<file path="config.mk">
export PLATFORM = sky130hd
export DESIGN_NAME = graph_breadth_first_search_unit_flat
export DESIGN_NICKNAME = d
export VERILOG_FILES = /design/src/design/bfs_pkg.sv /design/src/design/bfs_req_if.sv /design/src/design/bfs_rsp_if.sv /design/src/design/bfs_ctrl.sv /design/src/design/bfs_dp.sv /design/src/design/graph_breadth_first_search_unit.sv /design/src/flat_wrapper.sv
export SDC_FILE = /design/constraint.sdc
export NUM_CORES = 2
export LEC_CHECK = 0
export BUFFER_PORTS_ARGS = -buffer_cell sky130_fd_sc_hd__buf_2
export CAP_MARGIN = 10
export CORE_UTILIZATION = 45
export DETAILED_ROUTE_END_ITERATION = 6
export PLACE_DENSITY = 0.66
export RECOVER_POWER = 50
export SLEW_MARGIN = 20
export SYNTH_ARGS = -nofsm -noshare
export SYNTH_HDL_FRONTEND = slang
export SYNTH_HIERARCHICAL = 1
export SYNTH_SLANG_ARGS = --single-unit
</file>
<file path="constraint.sdc">
create_clock -name clk -period 8.3 [get_ports clk]
set_clock_uncertainty 0.1 [all_clocks]
set_input_delay 0.415 -clock clk [delete_from_list [all_inputs] [get_ports clk]]
set_output_delay 0.415 -clock clk [all_outputs]
set_load 0.005 [all_outputs]
</file>
<file path="src/design/bfs_pkg.sv">
// Shared types and codes for the breadth-first search unit.
// Used by the controller, the datapath and the top level.
// Depends on nothing.
package bfs_pkg;

  // Item kinds on the request channel.
  localparam logic [1:0] KIND_CLEAR  = 2'd0;
  localparam logic [1:0] KIND_ADD    = 2'd1;
  localparam logic [1:0] KIND_SEARCH = 2'd2;

  // Status codes on the response channel.
  localparam logic [1:0] STATUS_VISIT   = 2'd0;
  localparam logic [1:0] STATUS_STORED  = 2'd1;
  localparam logic [1:0] STATUS_DROPPED = 2'd2;
  localparam logic [1:0] STATUS_CLEARED = 2'd3;

  // Commands from the controller to the datapath.
  typedef struct packed {
    logic       latch;        // capture the accepted request item
    logic       clear;        // empty lists, visited marks and counters
    logic       head_rd;      // read the list head of the latched source
    logic       add_write;    // store the new edge and move the list head
    logic       fifo_init;    // mark and enqueue the start vertex
    logic       fifo_rd;      // read the visit queue at its head
    logic       cur_load;     // take the dequeued vertex, read its list head
    logic       edge_load;    // start the edge walk from the list head
    logic       edge_rd;      // read the current edge entry
    logic       edge_step;    // visit the edge target, follow the link
    logic       push;         // load the output register
    logic       push_visit;   // the pushed result is a visited vertex
    logic [1:0] push_status;  // status of a non-visit result
  } cmd_t;

  // Status from the datapath to the controller.
  typedef struct packed {
    logic [1:0] kind;        // kind of the latched item
    logic       src_ok;      // latched source vertex is in range
    logic       add_ok;      // edge can be stored
    logic       fifo_empty;  // visit queue holds no vertex
    logic       e_valid;     // current edge pointer names a stored edge
    logic       out_free;    // output register can take a result
  } stat_t;

endpackage

</file>
<file path="src/design/bfs_req_if.sv">
// Request channel of the breadth-first search unit.
// Carries valid, ready and one request item; no package dependency.
interface bfs_req_if;
  logic       valid;
  logic       ready;
  logic [1:0] kind;
  logic [4:0] from_vertex;
  logic [4:0] to_vertex;

  modport source (output valid, kind, from_vertex, to_vertex, input ready);
  modport sink (input valid, kind, from_vertex, to_vertex, output ready);
endinterface

</file>
<file path="src/design/bfs_rsp_if.sv">
// Response channel of the breadth-first search unit.
// Carries valid, ready and one result item; no package dependency.
interface bfs_rsp_if;
  logic       valid;
  logic       ready;
  logic [1:0] status;
  logic [4:0] vertex;
  logic       last;

  modport source (output valid, status, vertex, last, input ready);
  modport sink (input valid, status, vertex, last, output ready);
endinterface

</file>
<file path="src/design/bfs_ctrl.sv">
// Sequencer of the breadth-first search unit.
// Drives bfs_pkg::cmd_t commands from bfs_pkg::stat_t status; depends on bfs_pkg.
module bfs_ctrl (
  input  logic          clk,
  input  logic          rst,
  input  logic          req_valid,
  output logic          req_ready,
  input  bfs_pkg::stat_t stat,
  output bfs_pkg::cmd_t  cmd
);

  typedef enum logic [3:0] {
    S_IDLE,
    S_DECODE,
    S_CLEAR,
    S_ADD_RD,
    S_ADD_WR,
    S_RESP,
    S_INIT,
    S_POP,
    S_CUR,
    S_HEAD,
    S_EREQ,
    S_EDATA,
    S_EMIT
  } state_t;

  state_t     state;
  state_t     state_next;
  logic [1:0] resp_status;
  logic [1:0] resp_status_next;

  assign req_ready = (state == S_IDLE);

  // Next state and commands.
  always_comb begin
    cmd              = '0;
    state_next       = state;
    resp_status_next = resp_status;
    unique case (state)
      S_IDLE: begin
        if (req_valid) begin
          cmd.latch  = 1'b1;
          state_next = S_DECODE;
        end
      end
      S_DECODE: begin
        unique case (stat.kind)
          bfs_pkg::KIND_CLEAR: state_next = S_CLEAR;
          bfs_pkg::KIND_ADD: begin
            if (stat.add_ok) begin
              state_next = S_ADD_RD;
            end else begin
              resp_status_next = bfs_pkg::STATUS_DROPPED;
              state_next       = S_RESP;
            end
          end
          bfs_pkg::KIND_SEARCH: state_next = stat.src_ok ? S_INIT : S_IDLE;
          default: state_next = S_IDLE;
        endcase
      end
      S_CLEAR: begin
        if (stat.out_free) begin
          cmd.clear       = 1'b1;
          cmd.push        = 1'b1;
          cmd.push_status = bfs_pkg::STATUS_CLEARED;
          state_next      = S_IDLE;
        end
      end
      S_ADD_RD: begin
        cmd.head_rd = 1'b1;
        state_next  = S_ADD_WR;
      end
      S_ADD_WR: begin
        cmd.add_write    = 1'b1;
        resp_status_next = bfs_pkg::STATUS_STORED;
        state_next       = S_RESP;
      end
      S_RESP: begin
        if (stat.out_free) begin
          cmd.push        = 1'b1;
          cmd.push_status = resp_status;
          state_next      = S_IDLE;
        end
      end
      S_INIT: begin
        cmd.fifo_init = 1'b1;
        state_next    = S_POP;
      end
      S_POP: begin
        cmd.fifo_rd = 1'b1;
        state_next  = S_CUR;
      end
      S_CUR: begin
        cmd.cur_load = 1'b1;
        state_next   = S_HEAD;
      end
      S_HEAD: begin
        cmd.edge_load = 1'b1;
        state_next    = S_EREQ;
      end
      S_EREQ: begin
        if (stat.e_valid) begin
          cmd.edge_rd = 1'b1;
          state_next  = S_EDATA;
        end else begin
          state_next = S_EMIT;
        end
      end
      S_EDATA: begin
        cmd.edge_step = 1'b1;
        state_next    = S_EREQ;
      end
      S_EMIT: begin
        // A vertex goes out once its edges are walked, so an empty queue
        // at this point means it is the final result of the search.
        if (stat.out_free) begin
          cmd.push        = 1'b1;
          cmd.push_visit  = 1'b1;
          cmd.push_status = bfs_pkg::STATUS_VISIT;
          state_next      = stat.fifo_empty ? S_IDLE : S_POP;
        end
      end
      default: state_next = S_IDLE;
    endcase
  end

  // State and the pending response code.
  always_ff @(posedge clk) begin
    if (rst) begin
      state       <= S_IDLE;
      resp_status <= bfs_pkg::STATUS_CLEARED;
    end else begin
      state       <= state_next;
      resp_status <= resp_status_next;
    end
  end

`ifndef ASSERT_OFF
  // The walk only reads edges that the datapath reports as stored.
  a_edge_rd_valid: assert property (@(posedge clk) disable iff (rst)
    cmd.edge_rd |-> stat.e_valid)
    else $error("edge read issued on an invalid edge pointer");

  // An add reaches the write step only after the room and range check passed.
  a_add_after_check: assert property (@(posedge clk) disable iff (rst)
    (state == S_ADD_RD) |-> $past(stat.add_ok))
    else $error("edge store entered without a passing check");

  // A request item, once taken, moves on to decode.
  a_accept_idle: assert property (@(posedge clk) disable iff (rst)
    cmd.latch |=> (state == S_DECODE))
    else $error("accepted item did not move to decode");
`endif

endmodule

</file>
<file path="src/design/bfs_dp.sv">
// Datapath of the breadth-first search unit: list heads, edge store,
// visit queue, visited marks and the output register. Depends on bfs_pkg.
module bfs_dp #(
  parameter int VERTICES = 32,
  parameter int EDGES    = 256
) (
  input  logic           clk,
  input  logic           rst,
  input  bfs_pkg::cmd_t  cmd,
  output bfs_pkg::stat_t stat,
  input  logic [1:0]     kind,
  input  logic [4:0]     from_vertex,
  input  logic [4:0]     to_vertex,
  input  logic           rsp_ready,
  output logic           rsp_valid,
  output logic [1:0]     rsp_status,
  output logic [4:0]     rsp_vertex,
  output logic           rsp_last
);

  localparam int VIW = $clog2(VERTICES);
  localparam int CW  = $clog2(VERTICES + 1);
  localparam int EW  = $clog2(EDGES + 1);
  localparam int EAW = (EDGES > 1) ? $clog2(EDGES) : 1;
  localparam int WW  = EW + 5;
  localparam logic [EW-1:0] EMPTY = EW'(EDGES);

  // Latched request item.
  logic [1:0] kind_q;
  logic [4:0] src_q;
  logic [4:0] dst_q;

  // Control state.
  logic [VERTICES-1:0] visited;
  logic [VERTICES-1:0] head_valid;
  logic [EW-1:0]       edges_used;
  logic [CW-1:0]       fifo_head;
  logic [CW-1:0]       fifo_tail;
  logic                out_valid;

  // Working registers and memory read data.
  logic [4:0]    cur;
  logic [EW-1:0] e;
  logic [EW-1:0] head_q;
  logic          head_hit;
  logic [4:0]    fifo_q;
  logic [WW-1:0] edge_q;

  // Memories.
  logic [EW-1:0] head_mem [VERTICES];
  logic [WW-1:0] edge_mem [EDGES];
  logic [4:0]    fifo_mem [VERTICES];

  logic [6:0]     src_wide;
  logic [6:0]     dst_wide;
  logic [6:0]     fifo_wide;
  logic [6:0]     tgt_wide;
  logic [VIW-1:0] src_idx;
  logic [VIW-1:0] head_rd_idx;
  logic [VIW-1:0] tgt_idx;
  logic [4:0]     tgt;
  logic [EW-1:0]  link;
  logic [EW-1:0]  head_link;
  logic           src_ok;
  logic           dst_ok;
  logic           out_free;
  logic           tgt_new;

  // Vertex numbers widened, range checked and cut to the index width.
  assign src_wide    = {2'b00, src_q};
  assign dst_wide    = {2'b00, dst_q};
  assign fifo_wide   = {2'b00, fifo_q};
  assign tgt         = edge_q[4:0];
  assign link        = edge_q[WW-1:5];
  assign tgt_wide    = {2'b00, tgt};
  assign src_idx     = src_wide[VIW-1:0];
  assign tgt_idx     = tgt_wide[VIW-1:0];
  assign head_rd_idx = cmd.cur_load ? fifo_wide[VIW-1:0] : src_idx;
  assign src_ok      = (src_wide < 7'(VERTICES));
  assign dst_ok      = (dst_wide < 7'(VERTICES));
  assign head_link   = head_hit ? head_q : EMPTY;
  assign tgt_new     = !visited[tgt_idx];
  assign out_free    = !out_valid || rsp_ready;

  assign stat.kind       = kind_q;
  assign stat.src_ok     = src_ok;
  assign stat.add_ok     = src_ok && dst_ok && (edges_used < EMPTY);
  assign stat.fifo_empty = (fifo_head == fifo_tail);
  assign stat.e_valid    = (e < edges_used);
  assign stat.out_free   = out_free;

  // Request item capture.
  always_ff @(posedge clk) begin
    if (cmd.latch) begin
      kind_q <= kind;
      src_q  <= from_vertex;
      dst_q  <= to_vertex;
    end
  end

  // List head memory; entries without a valid bit read as the empty marker.
  always_ff @(posedge clk) begin
    if (cmd.head_rd || cmd.cur_load) begin
      head_q   <= head_mem[head_rd_idx];
      head_hit <= head_valid[head_rd_idx];
    end
    if (cmd.add_write) begin
      head_mem[src_idx] <= edges_used;
    end
  end

  // Edge store: each entry holds the link to the next edge and the target.
  always_ff @(posedge clk) begin
    if (cmd.edge_rd) begin
      edge_q <= edge_mem[e[EAW-1:0]];
    end
    if (cmd.add_write) begin
      edge_mem[edges_used[EAW-1:0]] <= {head_link, dst_q};
    end
  end

  // Visit queue memory.
  always_ff @(posedge clk) begin
    if (cmd.fifo_rd) begin
      fifo_q <= fifo_mem[fifo_head[VIW-1:0]];
    end
    if (cmd.fifo_init) begin
      fifo_mem[VIW'(0)] <= src_q;
    end else if (cmd.edge_step && tgt_new) begin
      fifo_mem[fifo_tail[VIW-1:0]] <= tgt;
    end
  end

  // Walk registers.
  always_ff @(posedge clk) begin
    if (cmd.cur_load) begin
      cur <= fifo_q;
    end
    if (cmd.edge_load) begin
      e <= head_link;
    end else if (cmd.edge_step) begin
      e <= link;
    end
  end

  // Marks, valid bits and counters.
  always_ff @(posedge clk) begin
    if (rst || cmd.clear) begin
      visited    <= '0;
      head_valid <= '0;
      edges_used <= '0;
      fifo_head  <= '0;
      fifo_tail  <= '0;
    end else begin
      if (cmd.add_write) begin
        head_valid[src_idx] <= 1'b1;
        edges_used          <= edges_used + EW'(1);
      end
      if (cmd.fifo_init) begin
        visited[src_idx] <= 1'b1;
        fifo_head        <= '0;
        fifo_tail        <= CW'(1);
      end
      if (cmd.cur_load) begin
        fifo_head <= fifo_head + CW'(1);
      end
      if (cmd.edge_step && tgt_new) begin
        visited[tgt_idx] <= 1'b1;
        fifo_tail        <= fifo_tail + CW'(1);
      end
    end
  end

  // Output register.
  always_ff @(posedge clk) begin
    if (rst) begin
      out_valid <= 1'b0;
    end else if (cmd.push) begin
      out_valid <= 1'b1;
    end else if (rsp_ready) begin
      out_valid <= 1'b0;
    end
  end

  always_ff @(posedge clk) begin
    if (cmd.push) begin
      rsp_status <= cmd.push_visit ? bfs_pkg::STATUS_VISIT : cmd.push_status;
      rsp_vertex <= cmd.push_visit ? cur : 5'd0;
      rsp_last   <= cmd.push_visit ? (fifo_head == fifo_tail) : 1'b1;
    end
  end

  assign rsp_valid = out_valid;

`ifndef ASSERT_OFF
  // The queue never holds more vertices than the graph has.
  a_tail_bound: assert property (@(posedge clk) disable iff (rst)
    fifo_tail <= CW'(VERTICES))
    else $error("visit queue tail beyond vertex count");

  // The queue head never passes its tail.
  a_head_tail: assert property (@(posedge clk) disable iff (rst)
    fifo_head <= fifo_tail)
    else $error("visit queue head passed tail");

  // The edge count stays within the store.
  a_edges_bound: assert property (@(posedge clk) disable iff (rst)
    edges_used <= EMPTY)
    else $error("edge count beyond store size");

  // A result is loaded only when the output register can take it.
  a_push_free: assert property (@(posedge clk) disable iff (rst)
    cmd.push |-> out_free)
    else $error("result pushed over a waiting result");
`endif

endmodule

</file>
<file path="src/design/graph_breadth_first_search_unit.sv">
// Breadth-first search unit over a directed graph held as edge lists.
// Request channel req: kind (clear, add edge, search), from_vertex, to_vertex.
// Response channel rsp: status, vertex, last; last marks the final result
// of each request item. One request item is in work at a time.
// Sequence: a clear or a dropped add loads its single result after decode,
// a stored add after its list head read and edge write; the next item is
// accepted only once the last result of the item before is loaded. A search
// marks and enqueues its start vertex, then for each vertex pops the queue,
// loads the vertex and reads its list head, starts the edge walk, reads and
// visits each edge in turn and emits the vertex. The edge store, the list
// heads and the visit queue each give one registered read per cycle. Search
// results leave in breadth-first order, each vertex once its edge list is
// walked. A search from an out-of-range vertex, and kind 3, give no result.
// Reset (rst, synchronous) empties all lists, the visited marks and the
// edge count at once; no clearing pass is needed.
// When rsp stalls, the result waits in the output register; the walk goes on
// until its next result is ready and then waits, and req stays not ready
// until the item's last result is loaded.
module graph_breadth_first_search_unit #(
  parameter int VERTICES = 32,
  parameter int EDGES    = 256
) (
  input logic      clk,
  input logic      rst,
  bfs_req_if.sink  req,
  bfs_rsp_if.source rsp
);

  bfs_pkg::cmd_t  cmd;
  bfs_pkg::stat_t stat;
  logic           req_ready;
  logic           rsp_valid;
  logic [1:0]     rsp_status;
  logic [4:0]     rsp_vertex;
  logic           rsp_last;

  // Sequencer.
  bfs_ctrl u_ctrl (
    .clk       (clk),
    .rst       (rst),
    .req_valid (req.valid),
    .req_ready (req_ready),
    .stat      (stat),
    .cmd       (cmd)
  );

  // Storage and walk datapath.
  bfs_dp #(
    .VERTICES (VERTICES),
    .EDGES    (EDGES)
  ) u_dp (
    .clk         (clk),
    .rst         (rst),
    .cmd         (cmd),
    .stat        (stat),
    .kind        (req.kind),
    .from_vertex (req.from_vertex),
    .to_vertex   (req.to_vertex),
    .rsp_ready   (rsp.ready),
    .rsp_valid   (rsp_valid),
    .rsp_status  (rsp_status),
    .rsp_vertex  (rsp_vertex),
    .rsp_last    (rsp_last)
  );

  // Channel hookup.
  assign req.ready  = req_ready;
  assign rsp.valid  = rsp_valid;
  assign rsp.status = rsp_status;
  assign rsp.vertex = rsp_vertex;
  assign rsp.last   = rsp_last;

endmodule
</file>
<file path="src/flat_wrapper.sv">
// flat-port wrapper written by rule: the top's interface ports become plain ports
module graph_breadth_first_search_unit_flat 
#(
  parameter int VERTICES = 32,
  parameter int EDGES    = 256
)
  (clk, rst, req_valid, req_kind, req_from_vertex, req_to_vertex, req_ready, rsp_valid, rsp_status, rsp_vertex, rsp_last, rsp_ready);
  bfs_req_if req_i ();
  bfs_rsp_if rsp_i ();
  input logic clk;
  input logic rst;
  input wire logic [$bits(req_i.valid)-1:0] req_valid;
  input wire logic [$bits(req_i.kind)-1:0] req_kind;
  input wire logic [$bits(req_i.from_vertex)-1:0] req_from_vertex;
  input wire logic [$bits(req_i.to_vertex)-1:0] req_to_vertex;
  output wire logic [$bits(req_i.ready)-1:0] req_ready;
  output wire logic [$bits(rsp_i.valid)-1:0] rsp_valid;
  output wire logic [$bits(rsp_i.status)-1:0] rsp_status;
  output wire logic [$bits(rsp_i.vertex)-1:0] rsp_vertex;
  output wire logic [$bits(rsp_i.last)-1:0] rsp_last;
  input wire logic [$bits(rsp_i.ready)-1:0] rsp_ready;
  assign req_i.valid = req_valid;
  assign req_i.kind = req_kind;
  assign req_i.from_vertex = req_from_vertex;
  assign req_i.to_vertex = req_to_vertex;
  assign req_ready = req_i.ready;
  assign rsp_valid = rsp_i.valid;
  assign rsp_status = rsp_i.status;
  assign rsp_vertex = rsp_i.vertex;
  assign rsp_last = rsp_i.last;
  assign rsp_i.ready = rsp_ready;
  graph_breadth_first_search_unit #(.VERTICES(VERTICES), .EDGES(EDGES)) u_core (.clk(clk), .rst(rst), .req(req_i), .rsp(rsp_i));
endmodule
</file>
# [After elaboration in Yosys (flattened, before gate mapping)]
# Memories as Yosys holds them, arrays and structs flattened. A register that Yosys moved wholly into a read port is not among the register bits.
# Cells that the tools add are included.
[totals] regBits=127 ramBits=4032 inputBits=16 wordCells=139 n_memories=3
[classes] addsub=3 n_lt_le_gt_ge=9 eq_ne=20 n_mux=62 bitwise=3 reduce_logical=22
[memory_table] memory="u_core.u_dp.edge_mem" words=256 width=14 read_ports=1 rd_clocked_by_memory_dff=1 write_ports=1 line_no="bfs_dp.sv:51" text="logic [WW-1:0] edge_mem [EDGES];"
[memory_table] memory="u_core.u_dp.head_mem" words=32 width=9 read_ports=1 rd_clocked_by_memory_dff=1 write_ports=1 line_no="bfs_dp.sv:50" text="logic [EW-1:0] head_mem [VERTICES];"
[memory_table] memory="u_core.u_dp.fifo_mem" words=32 width=5 read_ports=1 rd_clocked_by_memory_dff=1 write_ports=1 line_no="bfs_dp.sv:52" text="logic [4:0] fifo_mem [VERTICES];"
[op_table] operator="two-way mux 32 bit" n=3
[op_table] operator="OR 32 bit" n=3
[op_table] operator="case mux 4 bit (11 select lines)" n=1
[op_table] operator="< comparator 5 x 6 -> 1 bit (second input constant)" n=5
[op_table] operator="two-way mux 1 bit" n=28
[op_table] operator="two-way mux 9 bit" n=3
[op_table] operator="two-way mux 6 bit" n=4
[op_table] operator="== test 4 bit (second input constant)" n=5
[op_table] operator="== test 4 x 3 -> 1 bit (second input constant)" n=4
[op_table] operator="two-way mux 4 bit" n=4
[op_table] operator="two-way mux 5 bit" n=3
[op_table] operator="adder 6 x 1 -> 6 bit (second input constant)" n=2
[op_table] operator="two-way mux 3 bit" n=4
[op_table] operator="binary-select mux 1 bit (select 5 bit)" n=2
[op_table] operator="demux 1 bit (select 5 bit)" n=2
[op_table] operator=">= comparator 5 x 1 -> 1 bit (second input constant)" n=2
[op_table] operator="nonzero test 2 bit" n=5
[op_table] operator="adder 9 x 1 -> 9 bit (second input constant)" n=1
[op_table] operator="< comparator 9 bit" n=1
[op_table] operator="< comparator 9 bit (second input constant)" n=1
[op_table] operator="case mux 3 bit (3 select lines)" n=1
[op_table] operator="== test 4 x 2 -> 1 bit (second input constant)" n=2
[op_table] operator="two-way mux 2 bit" n=4
[op_table] operator="inequality test 2 bit (second input constant)" n=4
[op_table] operator="other kinds (16)" n=25

# [Logic depth before layout (Yosys ltp)]
[depth] ltp_word=9 depth_mapped=15 depth_no_buf=12

# [Modules after synthesis]
# Netlist, hierarchy kept.
[modules_own_cells] module="bfs_dp" n_inst=1 cells_each=7440 area_per_inst_um2=159964.7
[modules_own_cells] module="bfs_ctrl" n_inst=1 cells_each=95 area_per_inst_um2=654.4

# [Least setup slack after synthesis]
# No wires, ideal clock.
[synth_timing] path_kind="flip-flop to flip-flop" startpoint="register u_core.u_dp.head_q[8], read port of u_core.u_dp.head_mem" endpoint="memory u_core/u_dp/edge_mem[0][13] in the netlist's numbering (data pin)" arrival_ns=3.716 slack_ns=3.580 stages_incl_launch_ff=2 n_path_buf=0 path_cell_list="edfxtp_1 -> nand2b_1"
[synth_between] elab_chain_len=1
[synth_lines] item="start, declared" line_no="bfs_dp.sv:44" text="logic [EW-1:0] head_q;"
[synth_lines] item="two-way mux 9 bit" line_no="bfs_dp.sv:81" text="assign head_link = head_hit ? head_q : EMPTY;"
[synth_lines] item="named net u_core.u_dp.head_link[8]" line_no="bfs_dp.sv:63" text="logic [EW-1:0] head_link;"
[synth_lines] item="end, declared" line_no="bfs_dp.sv:51"
# The timed path passes the listed nets, and every way through them passes these cells.

# [Final worst setup path]
[layout_timing] startpoint="register u_core.u_dp.head_hit" endpoint="memory u_core/u_dp/edge_mem[114][7] in the netlist's numbering (data pin)"
[layout_between] elab_chain_len=1
[layout_lines] item="start, declared" line_no="bfs_dp.sv:45" text="logic head_hit;"
[layout_lines] item="start signal, assigned" line_no="bfs_dp.sv:105" text="head_hit <= head_valid[head_rd_idx];"
[layout_lines] item="two-way mux 9 bit" line_no="bfs_dp.sv:81"
[layout_lines] item="named net u_core.u_dp.head_link[2]" line_no="bfs_dp.sv:63"
# The timed path passes the listed nets, and every way through them passes these cells.

==> summary.txt <==
status: finished, violations left
failing checks: max-capacitance violations, max-slew violations
initial core utilization: 45.2%
Fin. Hold Viols: 0
IO buf count: 25
final worst slack: 1.90 ns
asr flop ratio synth: 0%
Die ar.: 359000 um2
# DRC: 0
clock transition at the registers of the reported paths: 0.06 ns
clock buffer count from CTS: 413
clk sink count: 4187
CP Max Fanout: 170
worst endpoint data arrival time: 6.42 ns
# IOs: 26
yosys synthesis warning count: 6
Worst-Margin Slew: 4.38 ns
DRT antenna net count: 0
most frequent cells in the layout: edfxtp_1 (4095), mux4_2 (986), clkbuf_16 (415)
initial DRC count: 10300
wire per inst: 30.8 um
RSZ-0062 raised after global routing: no
share of cells above drive strength 1: 24.8%
# Max-Cap Violations: 49
Max VDD drop: 0.281 mV
global route total overflow: 0
syn_area_per_cell: 21.3 um2
post-layout min period: 6.40 ns
Final TNS setup: 0 ns
critical path launch point type: flip-flop
post-cts gate resize count: 0
Netlist cell types: 69
Pleak: 0.0554 uW
dpl hpwl: 231000 um
Seq/Total Area, Yosys: 77.7%
first-pass GRT wire length: 573000 um
initial antenna violation count: 12
ys flop type: edfxtp_1
area of the mapped netlist: 161000 um2
clk_lat worst skew: 0.98 ns
CTS tree: built
Min-Delay Path Class: in2reg
WHS: 0.0698 ns
number of synthesized register bits: 4187
routed vias/inst: 6.13
final-report max-slew violation count: 2531
largest net degree at the start of global routing: 197
Synth Instances: 7535
Peak Freq: 0.156 GHz
CP Capture Type: flip-flop
critical path class: reg2reg
commonest non-fill, non-tap cell in the layout: edfxtp_1
postcts setup bufs: 0
clock root buffer: clkbuf_16
Fillers: 27600
DR pass1 iterations: 6
final setup vio count: 0
final worst-path cycle share: 77.1%
DR vias: 79500
CTS Hold Bufs: 16
Core Region: 355000 um2
Layout Nets: 7890
final wirelength: 400000 um
Layout area overhead: 12.7%
EDFF count, synth: 4095
All-Layer GR Usage: 22.1%
Relative slew margins: -192%
Die Wd: 599 um
H-tree Lvls: 5
clk buf depth: 4
Worst EP required: 8.32 ns
Total Power: 42600 uW
RePlAce Congestion: 0.855
Rows: 219
Synth Net Count: 7565
die height: 599 um
PwrDens: 236 nW/um2
vias in the first global route: 79400
pre-CTS WS: 3.28 ns
-- worst paths after layout --
| check | from | endpoint | slack, ns | depth (start not counted) |
|---|---|---|---|---|
| setup / recovery | u_core/u_dp/head_hit | u_core/u_dp/edge_mem[114][7] | 1.90 | 2 |
| hold / removal | req_from_vertex[3] | u_core/u_dp/src_idx[3] | 0.07 | 2 |
| setup reg to reg | u_core/u_dp/head_hit | u_core/u_dp/edge_mem[114][7] | 1.90 | 2 |
| hold reg to reg | u_core/u_dp/head_valid[8] | u_core/u_dp/head_valid[8] | 0.37 | 2 |
-- stage by stage --
stage / util (%) / instance area [um2] / instances
5_1_grt: 50.9 / 181000 / 13000
3_3_place_gp: 47.2 / 168000 / 12200
6_report: 50.9 / 181000 / 13000
4_1_cts: 51.0 / 181000 / 13000
2_1_floorplan: - / 161000 / 7535
3_5_place_dp: 47.2 / 168000 / 12200
-- logic make-up (layout without fill, tap and decap cells) --
| kind of cell | count (synthesis) | in the layout | synth area share, % |
|---|---|---|---|
| AOI/OAI and AO/OA | 684 | 684 | 2.88 |
| xor gates and xnor gates | 13 | 13 | 0.0709 |
| adders and majority gates | 14 | 14 | 0.109 |
| buffers and inverters | 468 | 1142 | 1.45 |
| DFF | 4187 | 4187 | 77.7 |
| muxes | 1149 | 1149 | 14.9 |
| other | 1 | 9 | 0.00233 |
| and+or+nand+nor | 1019 | 1019 | 2.87 |
-- final cells by class --
| cell class | instances | area (um2) | share of cell area [%] |
|---|---|---|---|
| sequential | 4187 | 125000 | 69.0 |
| timing repair buffer | 360 | 2670 | 1.48 |
| antenna | 8 | 20.0 | 0.0111 |
| inverter | 18 | 67.6 | 0.0373 |
| clock buffer | 513 | 10800 | 5.95 |
| clock inverter | 251 | 2710 | 1.50 |
| multi-input combinational | 2880 | 34000 | 18.8 |
| tap | 4751 | 5940 | 3.28 |
-- sequential cells by signal, indices dropped and copies added, names as in the netlist, 9 cells and up --
| signal | cells |
|---|---|
| u_core/u_dp/head_valid | 32 |
| u_core/u_dp/visited | 32 |
| u_core/u_dp/head_q | 9 |
| u_core/u_dp/e | 9 |
| u_core/u_dp/edges_used | 9 |
| u_core/u_dp/fifo_mem | 160 |
| u_core/u_dp/edge_q | 14 |
| u_core/u_dp/head_mem | 288 |
| u_core/u_dp/edge_mem | 3584 |
-- layer usage --
layer	routed length, um	part of all wire [%]	vias to the layer above	track usage [%]
li1	-	-	32300	-
met1	157000	39	42500	30.9
met2	191000	48	4031	35.2
met3	37400	9.4	740	3.87
met4	14800	3.7	6	7.56
met5	36	0.0090	-	0
-- Yosys cell counts, types with 14 or more instances --
master | instances | area [um2]
buf_1 | 32 | 120
edfxtp_1 | 4095 | 123000
a22o_1 | 58 | 508
nor4_1 | 28 | 175
ha_1 | 14 | 175
o221ai_1 | 29 | 254
clkbuf_1 | 220 | 826
buf_4 | 79 | 593
nand2_1 | 160 | 601
buf_6 | 19 | 214
a211oi_1 | 58 | 435
nor3_1 | 54 | 270
nand2b_1 | 22 | 138
nor2_1 | 496 | 1860
o21ai_0 | 40 | 200
buf_2 | 96 | 480
mux2_2 | 21 | 236
nand4_1 | 15 | 93.8
dfxtp_1 | 92 | 1840
mux2i_1 | 137 | 1370
mux4_2 | 986 | 22200
or3_1 | 27 | 169
and2_1 | 20 | 125
a31oi_1 | 19 | 119
inv_1 | 17 | 63.8
a21oi_1 | 130 | 651
a22oi_1 | 82 | 616
o22ai_1 | 199 | 1240
nand3_1 | 126 | 631
a221oi_1 | 44 | 385
-- critical path: stages, from the launching register on --
cell and delay [ns]:
edfxtp_1 0.51, and2_0 1.61, clkbuf_2 2.98
-- where the power goes --
group          internal [uW]  switching (uW)
clock                  10700            7940
sequential             23300            34.3
combinational            124             583
total                  34100            8560
Note: power is estimated with default switching activity, not from simulation.
